[config.mk]
export PLATFORM = sky130hd
export DESIGN_NAME = column_select_distinct_filter
export DESIGN_NICKNAME = d
export VERILOG_FILES = /design/src/hdl/csdf_pkg.sv /design/src/hdl/column_select_distinct_filter.sv
export VERILOG_INCLUDE_DIRS = /design/src /design/src/hdl
export SDC_FILE = /design/constraint.sdc
export NUM_CORES = 1
export LEC_CHECK = 0
export BUFFER_PORTS_ARGS = -buffer_cell sky130_fd_sc_hd__buf_2
export CORE_MARGIN = 2
export CORE_UTILIZATION = 55
export DETAILED_ROUTE_END_ITERATION = 8
export GPL_TIMING_DRIVEN = 0
export PLACE_DENSITY_LB_ADDON = 0.3
export SLEW_MARGIN = 20
export SYNTH_ARGS = -nofsm -noshare
export SYNTH_HDL_FRONTEND = slang
export SYNTH_SLANG_ARGS = --single-unit
[constraint.sdc]
create_clock -name clock -period 12.6 [get_ports clock]
set_clock_uncertainty 0.2 [all_clocks]
set_input_delay 3.15 -clock clock [delete_from_list [all_inputs] [get_ports clock]]
set_output_delay 3.15 -clock clock [all_outputs]
set_load 0.005 [all_outputs]
[src/hdl/column_select_distinct_filter_macros.svh]
// ---------------------------------------------------------------------------
// Assertion macros for the column select / distinct filter
// Clocked property checks that can be compiled out with ASSERT_OFF.
// ---------------------------------------------------------------------------
`ifndef COLUMN_SELECT_DISTINCT_FILTER_MACROS_SVH
`define COLUMN_SELECT_DISTINCT_FILTER_MACROS_SVH

`ifndef ASSERT_OFF

// Property must hold at every rising edge outside of reset.
`define CSDF_ASSERT(label, clk, rst, prop, msg) \
   label: assert property (@(posedge clk) disable iff (rst) (prop)) else $error(msg);

// Condition must never be true at a rising edge outside of reset.
`define CSDF_NEVER(label, clk, rst, cond, msg) \
   `CSDF_ASSERT(label, clk, rst, !(cond), msg)

`else

`define CSDF_ASSERT(label, clk, rst, prop, msg)
`define CSDF_NEVER(label, clk, rst, cond, msg)

`endif

`endif

[src/hdl/csdf_pkg.sv]
// ---------------------------------------------------------------------------
// Column select / distinct filter package
// Register indexes, filter modes, result kinds and the result record.
// ---------------------------------------------------------------------------
`default_nettype none

package csdf_pkg;

   // Configuration register indexes.
   localparam logic REG_FILTER_MODE = 1'b0;
   localparam logic REG_MATCH_KEY   = 1'b1;

   typedef enum logic [1:0] {
      MODE_KEY_EQ          = 2'd0,
      MODE_KEY_EQ_DISTINCT = 2'd1,
      MODE_DISTINCT        = 2'd2,
      MODE_AT_LEAST        = 2'd3
   } filter_mode_type;

   localparam logic RESULT_KEPT    = 1'b0;
   localparam logic RESULT_SUMMARY = 1'b1;

   localparam int POS_W       = 17;
   localparam int QUEUE_DEPTH = 4;
   localparam int QPTR_W      = $clog2(QUEUE_DEPTH);
   localparam int QCNT_W      = $clog2(QUEUE_DEPTH + 1);

   typedef struct packed {
      logic             result_kind;
      logic [7:0]       kept_value;
      logic [POS_W-1:0] position;
      logic             final_item;
   } result_type;

endpackage

`default_nettype wire

[src/hdl/column_select_distinct_filter.sv]
// ---------------------------------------------------------------------------
// Column select / distinct filter
// Streams one column row by row and emits kept values and a per-column count.
// ---------------------------------------------------------------------------
//
// The block takes one row per clock cycle and filters it in a single pass:
// the row is captured in an input register, the filter decision, seen-map
// lookup and counter update are made on that registered row, and the results
// go into a four-entry result queue that feeds the rsp_ port. A row yields
// at most one kept-value item, and a row with end_of_column set also yields
// a summary item carrying the kept count. Because the result port moves one
// item per cycle, a row that is kept and ends the column puts two items on
// the port; all other rows sustain one item per cycle. The queue is
// what sets the rate: a row is filtered only when the queue has room for
// two items. The 256-entry seen map lives in flip-flops and is cleared in
// the same cycle that filters the last row, so no clearing pass is needed
// and the next column can follow directly. Configuration writes are always
// taken (csr_ready is tied high) and are meant to happen while the block is
// idle.
//
`default_nettype none

`include "column_select_distinct_filter_macros.svh"

module column_select_distinct_filter #(
   parameter longint unsigned MAX_ROWS = 65536
) (
   input  wire logic                clock,
   input  wire logic                reset,

   input  wire logic                req_valid,
   output      logic                req_stall,
   input  wire logic signed [7:0]   req_row_value,
   input  wire logic signed [31:0]  req_row_key,
   input  wire logic                req_end_of_column,

   output      logic                rsp_valid,
   input  wire logic                rsp_stall,
   output      logic                rsp_result_kind,
   output      logic signed [7:0]   rsp_kept_value,
   output      logic [16:0]         rsp_position,
   output      logic                rsp_final_item,

   input  wire logic                csr_valid,
   output      logic                csr_ready,
   input  wire logic                csr_index,
   input  wire logic [31:0]         csr_data
);

   // The kept counter is wide enough to hold MAX_ROWS itself.
   localparam int CNT_W = $clog2(MAX_ROWS + 1);

   // Configuration registers.
   csdf_pkg::filter_mode_type mode_ff;
   logic signed [31:0]        match_key_ff;

   // Input register.
   logic               in_valid_ff, in_valid_in;
   logic signed [7:0]  in_value_ff;
   logic signed [31:0] in_key_ff;
   logic               in_last_ff;

   // Column state.
   logic [255:0]     seen_ff, seen_in;
   logic [CNT_W-1:0] kept_count_ff, kept_count_in, count_next;

   // Result queue.
   csdf_pkg::result_type              queue_ff [csdf_pkg::QUEUE_DEPTH];
   logic [csdf_pkg::QPTR_W-1:0]       wr_ptr_ff, wr_ptr_in, rd_ptr_ff, rd_ptr_in;
   logic [csdf_pkg::QPTR_W-1:0]       sum_ptr;
   logic [csdf_pkg::QCNT_W-1:0]       q_count_ff, q_count_in;
   logic [1:0]                        push_n;
   logic                              pop;

   logic                 accept;
   logic                 proc_go;
   logic                 key_hit;
   logic                 fresh;
   logic                 at_least;
   logic                 keep;
   logic                 distinct_mode;
   logic [7:0]           value_idx;
   logic signed [31:0]   value_ext;
   logic [CNT_W+15:0]    pos_wide_kept, pos_wide_sum;
   csdf_pkg::result_type kept_res, sum_res, head;

   // ---------------------------------------------------------------------
   // Handshakes. A row is filtered only when the queue can take both of
   // the items it may produce; the input register is refilled in the same
   // cycle, so rows flow at one per cycle.
   // ---------------------------------------------------------------------
   assign proc_go   = in_valid_ff && (q_count_ff <= csdf_pkg::QCNT_W'(csdf_pkg::QUEUE_DEPTH - 2));
   assign req_stall = in_valid_ff && !proc_go;
   assign accept    = req_valid && !req_stall;
   assign csr_ready = 1'b1;

   always_comb begin
      in_valid_in = in_valid_ff;
      if (accept) begin
         in_valid_in = 1'b1;
      end else if (proc_go) begin
         in_valid_in = 1'b0;
      end
   end

   // ---------------------------------------------------------------------
   // Filter decision for the registered row.
   // ---------------------------------------------------------------------
   // The seen map is indexed by the raw byte, so negative values map to
   // the upper half of the map.
   assign value_idx = in_value_ff;
   assign value_ext = {{24{in_value_ff[7]}}, in_value_ff};
   assign key_hit   = (in_key_ff == match_key_ff);
   assign fresh     = !seen_ff[value_idx];
   assign at_least  = (value_ext >= match_key_ff);

   always_comb begin
      keep          = 1'b0;
      distinct_mode = 1'b0;
      unique case (mode_ff)
         csdf_pkg::MODE_KEY_EQ: begin
            keep = key_hit;
         end
         csdf_pkg::MODE_KEY_EQ_DISTINCT: begin
            keep          = key_hit && fresh;
            distinct_mode = 1'b1;
         end
         csdf_pkg::MODE_DISTINCT: begin
            keep          = fresh;
            distinct_mode = 1'b1;
         end
         csdf_pkg::MODE_AT_LEAST: begin
            keep = at_least;
         end
         default: begin
            keep = 1'b0;
         end
      endcase
   end

   // The count saturates at MAX_ROWS; kept values past that point still
   // come out, all at position MAX_ROWS.
   always_comb begin
      count_next = kept_count_ff;
      if (keep && (kept_count_ff < CNT_W'(MAX_ROWS))) begin
         count_next = kept_count_ff + CNT_W'(1);
      end
   end

   // Only the distinct modes mark values in the seen map, and only values they
   // keep. The last row of a column wipes the map and the count at once.
   always_comb begin
      seen_in       = seen_ff;
      kept_count_in = kept_count_ff;
      if (proc_go) begin
         if (keep && distinct_mode) begin
            seen_in[value_idx] = 1'b1;
         end
         kept_count_in = count_next;
         if (in_last_ff) begin
            seen_in       = '0;
            kept_count_in = '0;
         end
      end
   end

   // Positions are the low 17 bits of the count, zero extended when the
   // counter is narrower.
   assign pos_wide_kept = {16'b0, kept_count_ff};
   assign pos_wide_sum  = {16'b0, count_next};

   always_comb begin
      kept_res.result_kind = csdf_pkg::RESULT_KEPT;
      kept_res.kept_value  = in_value_ff;
      kept_res.position    = pos_wide_kept[16:0];
      kept_res.final_item  = 1'b0;

      sum_res.result_kind  = csdf_pkg::RESULT_SUMMARY;
      sum_res.kept_value   = 8'd0;
      sum_res.position     = pos_wide_sum[16:0];
      sum_res.final_item   = 1'b1;
   end

   // ---------------------------------------------------------------------
   // Result queue. The kept item, if any, goes in first and the summary
   // right behind it.
   // ---------------------------------------------------------------------
   assign push_n  = proc_go ? (2'(keep) + 2'(in_last_ff)) : 2'd0;
   assign sum_ptr = wr_ptr_ff + csdf_pkg::QPTR_W'(keep);
   assign pop     = rsp_valid && !rsp_stall;

   assign wr_ptr_in  = wr_ptr_ff + csdf_pkg::QPTR_W'(push_n);
   assign rd_ptr_in  = rd_ptr_ff + csdf_pkg::QPTR_W'(pop);
   assign q_count_in = q_count_ff + csdf_pkg::QCNT_W'(push_n) - csdf_pkg::QCNT_W'(pop);

   assign head            = queue_ff[rd_ptr_ff];
   assign rsp_valid       = (q_count_ff != '0);
   assign rsp_result_kind = head.result_kind;
   assign rsp_kept_value  = head.kept_value;
   assign rsp_position    = head.position;
   assign rsp_final_item  = head.final_item;

   // ---------------------------------------------------------------------
   // Registers.
   // ---------------------------------------------------------------------
   always_ff @(posedge clock) begin
      if (reset) begin
         mode_ff       <= csdf_pkg::MODE_KEY_EQ;
         match_key_ff  <= '0;
         in_valid_ff   <= 1'b0;
         seen_ff       <= '0;
         kept_count_ff <= '0;
         wr_ptr_ff     <= '0;
         rd_ptr_ff     <= '0;
         q_count_ff    <= '0;
      end else begin
         if (csr_valid && csr_ready) begin
            unique case (csr_index)
               csdf_pkg::REG_FILTER_MODE: begin
                  mode_ff <= csdf_pkg::filter_mode_type'(csr_data[1:0]);
               end
               csdf_pkg::REG_MATCH_KEY: begin
                  match_key_ff <= csr_data;
               end
               default: begin
               end
            endcase
         end
         in_valid_ff   <= in_valid_in;
         seen_ff       <= seen_in;
         kept_count_ff <= kept_count_in;
         wr_ptr_ff     <= wr_ptr_in;
         rd_ptr_ff     <= rd_ptr_in;
         q_count_ff    <= q_count_in;
      end
   end

   // Payload registers carry no reset.
   always_ff @(posedge clock) begin
      if (accept) begin
         in_value_ff <= req_row_value;
         in_key_ff   <= req_row_key;
         in_last_ff  <= req_end_of_column;
      end
      if (proc_go && keep) begin
         queue_ff[wr_ptr_ff] <= kept_res;
      end
      if (proc_go && in_last_ff) begin
         queue_ff[sum_ptr] <= sum_res;
      end
   end

   // ---------------------------------------------------------------------
   // Assertions.
   // ---------------------------------------------------------------------
   `CSDF_NEVER(a_queue_overflow, clock, reset,
               q_count_ff > csdf_pkg::QCNT_W'(csdf_pkg::QUEUE_DEPTH),
               "result queue holds more items than it has entries")
   `CSDF_NEVER(a_count_saturates, clock, reset, kept_count_ff > CNT_W'(MAX_ROWS),
               "kept count ran past MAX_ROWS")
   `CSDF_ASSERT(a_column_end_clears, clock, reset,
                proc_go && in_last_ff |=> kept_count_ff == '0 && seen_ff == '0,
                "column state not cleared after the last row")
   `CSDF_ASSERT(a_summary_is_final, clock, reset,
                rsp_valid |-> (rsp_final_item == rsp_result_kind),
                "final mark does not match the summary item")

endmodule

`default_nettype wire
# [After elaboration in Yosys (flattened, before gate mapping)]
# Memories as Yosys holds them, arrays and structs flattened. A register that Yosys moved wholly into a read port is not among the register bits.
# Cells that the tools add are included.
[op_classes] n_mux=18 eq_ne=4 addsub=7 bitwise_logic=2 reduce_logical=22 magnitude_cmp=5
[ops] op="$mux 256" count=2
[ops] op="$or 256x256->256" count=1
[ops] op="$mux 17" count=2
[ops] op="$eq 32x32->1" count=1
[ops] op="$ge 8x32->1" count=1
[ops] op="$add 17x1->17 const B" count=1
[ops] op="$lt 17x17->1 const B" count=1
[ops] op="$logic_and 1x1->1" count=10
[ops] op="$lt 8x9->1 const B" count=1
[ops] op="$mux 1" count=9
[ops] op="$bmux 1 s8" count=1
[ops] op="$demux 1 s8" count=1
[ops] op="$ge 8x1->1 const B" count=1
[ops] op="$reduce_and 2->1" count=3
[ops] op="$add 2x1->2" count=2
[ops] op="$eq 2x2->1 const B" count=2
[ops] op="$logic_not 1->1" count=4
[ops] op="$mux 2" count=2
[ops] op="$pmux 1 s4" count=1
[ops] op="$reduce_bool 2->1" count=2
[ops] op="$add 3x2->3" count=1
[ops] op="$le 3x2->1 const B" count=1
[ops] op="$reduce_bool 3->1" count=1
[ops] op="$sub 3x1->3" count=1
[ops] op="6 further kinds" count=6
[totals] regBits=356 ramBits=108 mem_count=1 output_inout_bits=30
[mem_list] memory="queue_ff" words=4 width=27 rd=1 rd_clocked_by_memory_dff=1 write_ports=2 line_no="column_select_distinct_filter.sv:68" text="csdf_pkg::result_type queue_ff [csdf_pkg::QUEUE_DEPTH];"

# [Depth between registers and ports, before layout]
[depth] word_depth=9 depth_mapped=20 depth_no_buf=17

# [Worst setup path before layout]
# OpenSTA, ideal clock, no wires.
[synth_timing] path_type="in2reg" from="input port req_valid" to="register in_key_ff[0] (enable)" setup_time_ns=0.444 n_path_buf=0 t_arrival_ns=4.982 required_time_ns=11.956 path_stages=1 slack_ns=6.974 cell_sequence="nor2b_1"
[synth_via] elab_chain_cells=1
[synth_lines] element="start, declared" line_no="column_select_distinct_filter.sv:31" text="input wire logic req_valid,"
[synth_lines] element="$logic_and 1x1->1" line_no="column_select_distinct_filter.sv:94" text="assign accept = req_valid && !req_stall;"
[synth_lines] element="end signal, assigned" line_no="column_select_distinct_filter.sv:242" text="in_key_ff <= req_row_key;"
[synth_lines] element="end, declared" line_no="column_select_distinct_filter.sv:60" text="logic signed [31:0] in_key_ff;"
# Every way passes these cells.
# A chain may end at the register's enable or synchronous reset.

==> summary.md <==
| Metric | Value |
|---|---|
| Post-Synth XOR/XNOR Area | `0.0162` |
| Final hold vios | `0` |
| Most numerous cell in the Yosys netlist | `nand2_1` |
| Pwr/cell area | `142 mW/mm^2` |
| Final period demand of the worst path | `7.02 ns` |
| I/O Buffers | `106` |
| Vias per inst | `6.18` |
| Worst r2r path cells | `17` |
| Max Slew Vio Count | `0` |
| Reg-to-Reg End | `queue_ff[0][7]` |
| GRT Total Usage | `0.316` |
| CORE AREA | `0.0378 mm^2` |
| # DRC | `0` |
| Clk_lat worst skew | `0.60 ns` |
| Worst setup SP type | `flip-flop` |
| GRT overflow | `0` |
| Slew headroom | `0.214` |
| WP data required | `12.73 ns` |
| Syn Inst Count | `2,223` |
| Adder-Cell Fraction of Synth Area | `0.0270` |
| VDD IR-drop max | `91.1 uV` |
| CTS buffer count | `48` |
| Clock Path Buffers | `3` |
| Clock root cell | `clkbuf_16` |
| Fmax | `0.142 GHz` |
| Hold path startpoint | `seen_ff[138]` |
| Post-synth cell types | `64` |
| Hold Path Sink | `seen_ff[138]` |
| Pre-CTS setup slack | `5.79 ns` |
| Row count | `71` |
| Main flop type after synthesis | `dfxtp_1` |
| CP Data Arrival Time | `7.15 ns` |
| Area growth, synth to finish | `13.5%` |
| Nets | `2,508` |
| CP endpoint kind | `flip-flop` |
| Unrepaired setup endpoints after global routing | `no` |
| Worst r2r src | `in_value_ff[3]` |
| Status | `completed` |
| Hold_buf cts | `0` |
| Starting density of the core | `0.560` |
| WHS Path Cells | `2` |
| DP Area | `0.0224 mm^2` |
| Net Count, Synth | `2,347` |
| CTS tree | `yes` |
| Largest net degree at the start of global routing | `29` |
| Post CTS Setup Buffer Count | `0` |
| Synth Cell Area | `0.0211 mm^2` |
| Yosys warns | `0` |
| Height of the die | `200 um` |
| Area leader, netlist | `dfxtp_1` |
| Share of cells above drive strength 1 | `0.126` |
| Global-route wire length before repair | `96.6 mm` |
| Drt initial violations | `2,094` |
| Max Cap Viol | `0` |
| Crit share post-route | `0.557` |
| Hpwl dp | `44.9 mm` |
| Worst setup path class | `flip-flop to flip-flop` |
| Largest family of logic cells by synthesized area | `simple AND/OR/NAND/NOR gates` |
| Least-Margin Pin Slew | `1.17 ns` |
| Worst reg-to-reg setup slack | `5.58 ns` |
| List of most frequent post-synthesis cells | `480 x nand2_1, 351 x dfxtp_1, 157 x o21ai_1, 141 x o21ai_0, 134 x clkbuf_1` |
| Post-synth ARST share | `0` |
| Fin area | `0.0240 mm^2` |
| Simple-gate share of the synthesized area | `0.164` |
| Clk sinks | `460` |
| Compound-cell area share of the yosys netlist | `0.147` |
| IO Pins | `109` |
| Vias in the first global route | `17,600` |
| Full die area | `0.0400 mm^2` |
| Synthesized flop and latch total | `460` |
| Syn avg cell area | `9.50 um^2` |
| Post-synthesis mux area share | `0.111` |
| Initial antenna violation count | `1` |
| Min-Delay Path Class | `flip-flop to flip-flop` |
| WL per Instance | `21.5 um` |
| GP Congestion | `0.991` |
| Leak | `8.81 nW` |
| DRT Wirelength | `63.0 mm` |
| DIE WIDTH | `200 um` |
| Worst Path Max Fanout | `10` |
| Post-CTS Resized | `0` |
| Seq/Total Area, Yosys | `0.488` |
| Clk slew on worst S/H paths | `0.06 ns` |
| Synth area leaders | `dfxtp_1 33%, edfxtp_1 15%, nand2_1 8.5%` |
| Setup TNS | `0 ns` |
| ANT nets after route | `0` |
| Number of flops mapped to enable cells by yosys | `109` |
| Via count | `18,100` |
| H-Tree Depth | `2` |
| Setup ws final | `5.58 ns` |
| Fillers | `3,088` |
| 1st-pass router iterations | `8` |
| Share of the synthesized area in the top cell type | `0.333` |
| Endpoints failing setup | `0` |
[area by class of cell]
class	instances	area, um^2	area share
inverters	52	195	0.00814
well taps	511	639	0.0267
diodes	2	5.00	0.000209
clock inverters	17	168	0.00699
flip-flops and latches	460	10300	0.430
plain buffers	179	811	0.0338
clock buffers	70	1380	0.0577
multi-input cells	1532	9860	0.411
repair buffers	111	607	0.0253
[critical path: stages, from the launching register on]
cell      delay, ns
edfxtp_1       0.48
buf_1          0.61
buf_1          0.62
clkbuf_1       0.59
mux4_2         0.45
nand4_1        0.12
nand4_1        0.11
nor4b_1        0.27
nand4_1        0.30
nor4_2         0.29
or2_2          0.19
ha_1           0.20
xor2_1         0.14
nor3_1         0.89
or3_1          0.36
nor2_1         0.09
clkbuf_1       0.37
a221o_1        0.48
[logic make-up after synthesis]
kind of cell	Yosys count
xor+xnor	39
mux	139
other cells	1
compound gates	532
flops	460
fa+ha+maj	45
buf+inv	231
simple gates	776
[power breakdown]
part,internal [mW],switching [mW]
Combinational,0.166,0.262
Clock,0.820,0.590
Sequential,1.54,0.0264
[metrics by stage]
stage,utilization,power [mW],instances,hold slack [ns]
6_report,0.635,3.41,2934,0.246
5_1_grt,0.635,3.52,2932,0.262
4_1_cts,0.634,3.41,2932,0.247
3_5_place_dp,0.593,2.02,2845,0.238
3_3_place_gp,0.591,2.01,2840,0.229
2_1_floorplan,-,1.87,2223,0.220
[cell usage in the layout, fill, tap and decap left out, types with 51 or more instances in the layout]
| master | instances |
|---|---|
| a21oi_1 | 94 |
| buf_2 | 121 |
| clkbuf_1 | 146 |
| dfxtp_1 | 351 |
| edfxtp_1 | 109 |
| inv_1 | 52 |
| mux2i_1 | 61 |
| mux4_2 | 76 |
| nand2_1 | 480 |
| nor2_1 | 70 |
| nor3_1 | 51 |
| o21ai_0 | 138 |
| o21ai_1 | 157 |
[flip-flops by register name, summed over array words and instances, names as in the netlist, 3 cells and up]
register / flops
match_key_ff: 32
in_value_ff: 8
in_key_ff: 32
queue_ff: 104
q_count_ff: 3
seen_ff: 256
kept_count_ff: 17
[worst max path at each step]
| stage | slack, ns | from | endpoint | cells after the start |
|---|---|---|---|---|
| floorplan | 6.97 | req_valid | in_key_ff[0] | 1 |
| global placement | 5.08 | in_value_ff[1] | queue_ff[0][9] | 15 |
| detailed placement | 5.79 | in_value_ff[1] | queue_ff[2][11] | 19 |
| CTS | 5.77 | in_value_ff[1] | queue_ff[2][11] | 19 |
| global route | 5.38 | in_value_ff[1] | queue_ff[0][7] | 19 |
| finish | 5.58 | in_value_ff[3] | queue_ff[0][7] | 17 |
[per-layer routing]
metal,part of all wire,vias to the layer above,track usage
met3,0.10,213,0.0696
met1,0.38,8702,0.396
met4,0.044,2,0.137
met2,0.47,946,0.526
li1,-,8269,-
met5,0.00019,-,0
No activity file was read; power rests on OpenSTA's default activity.
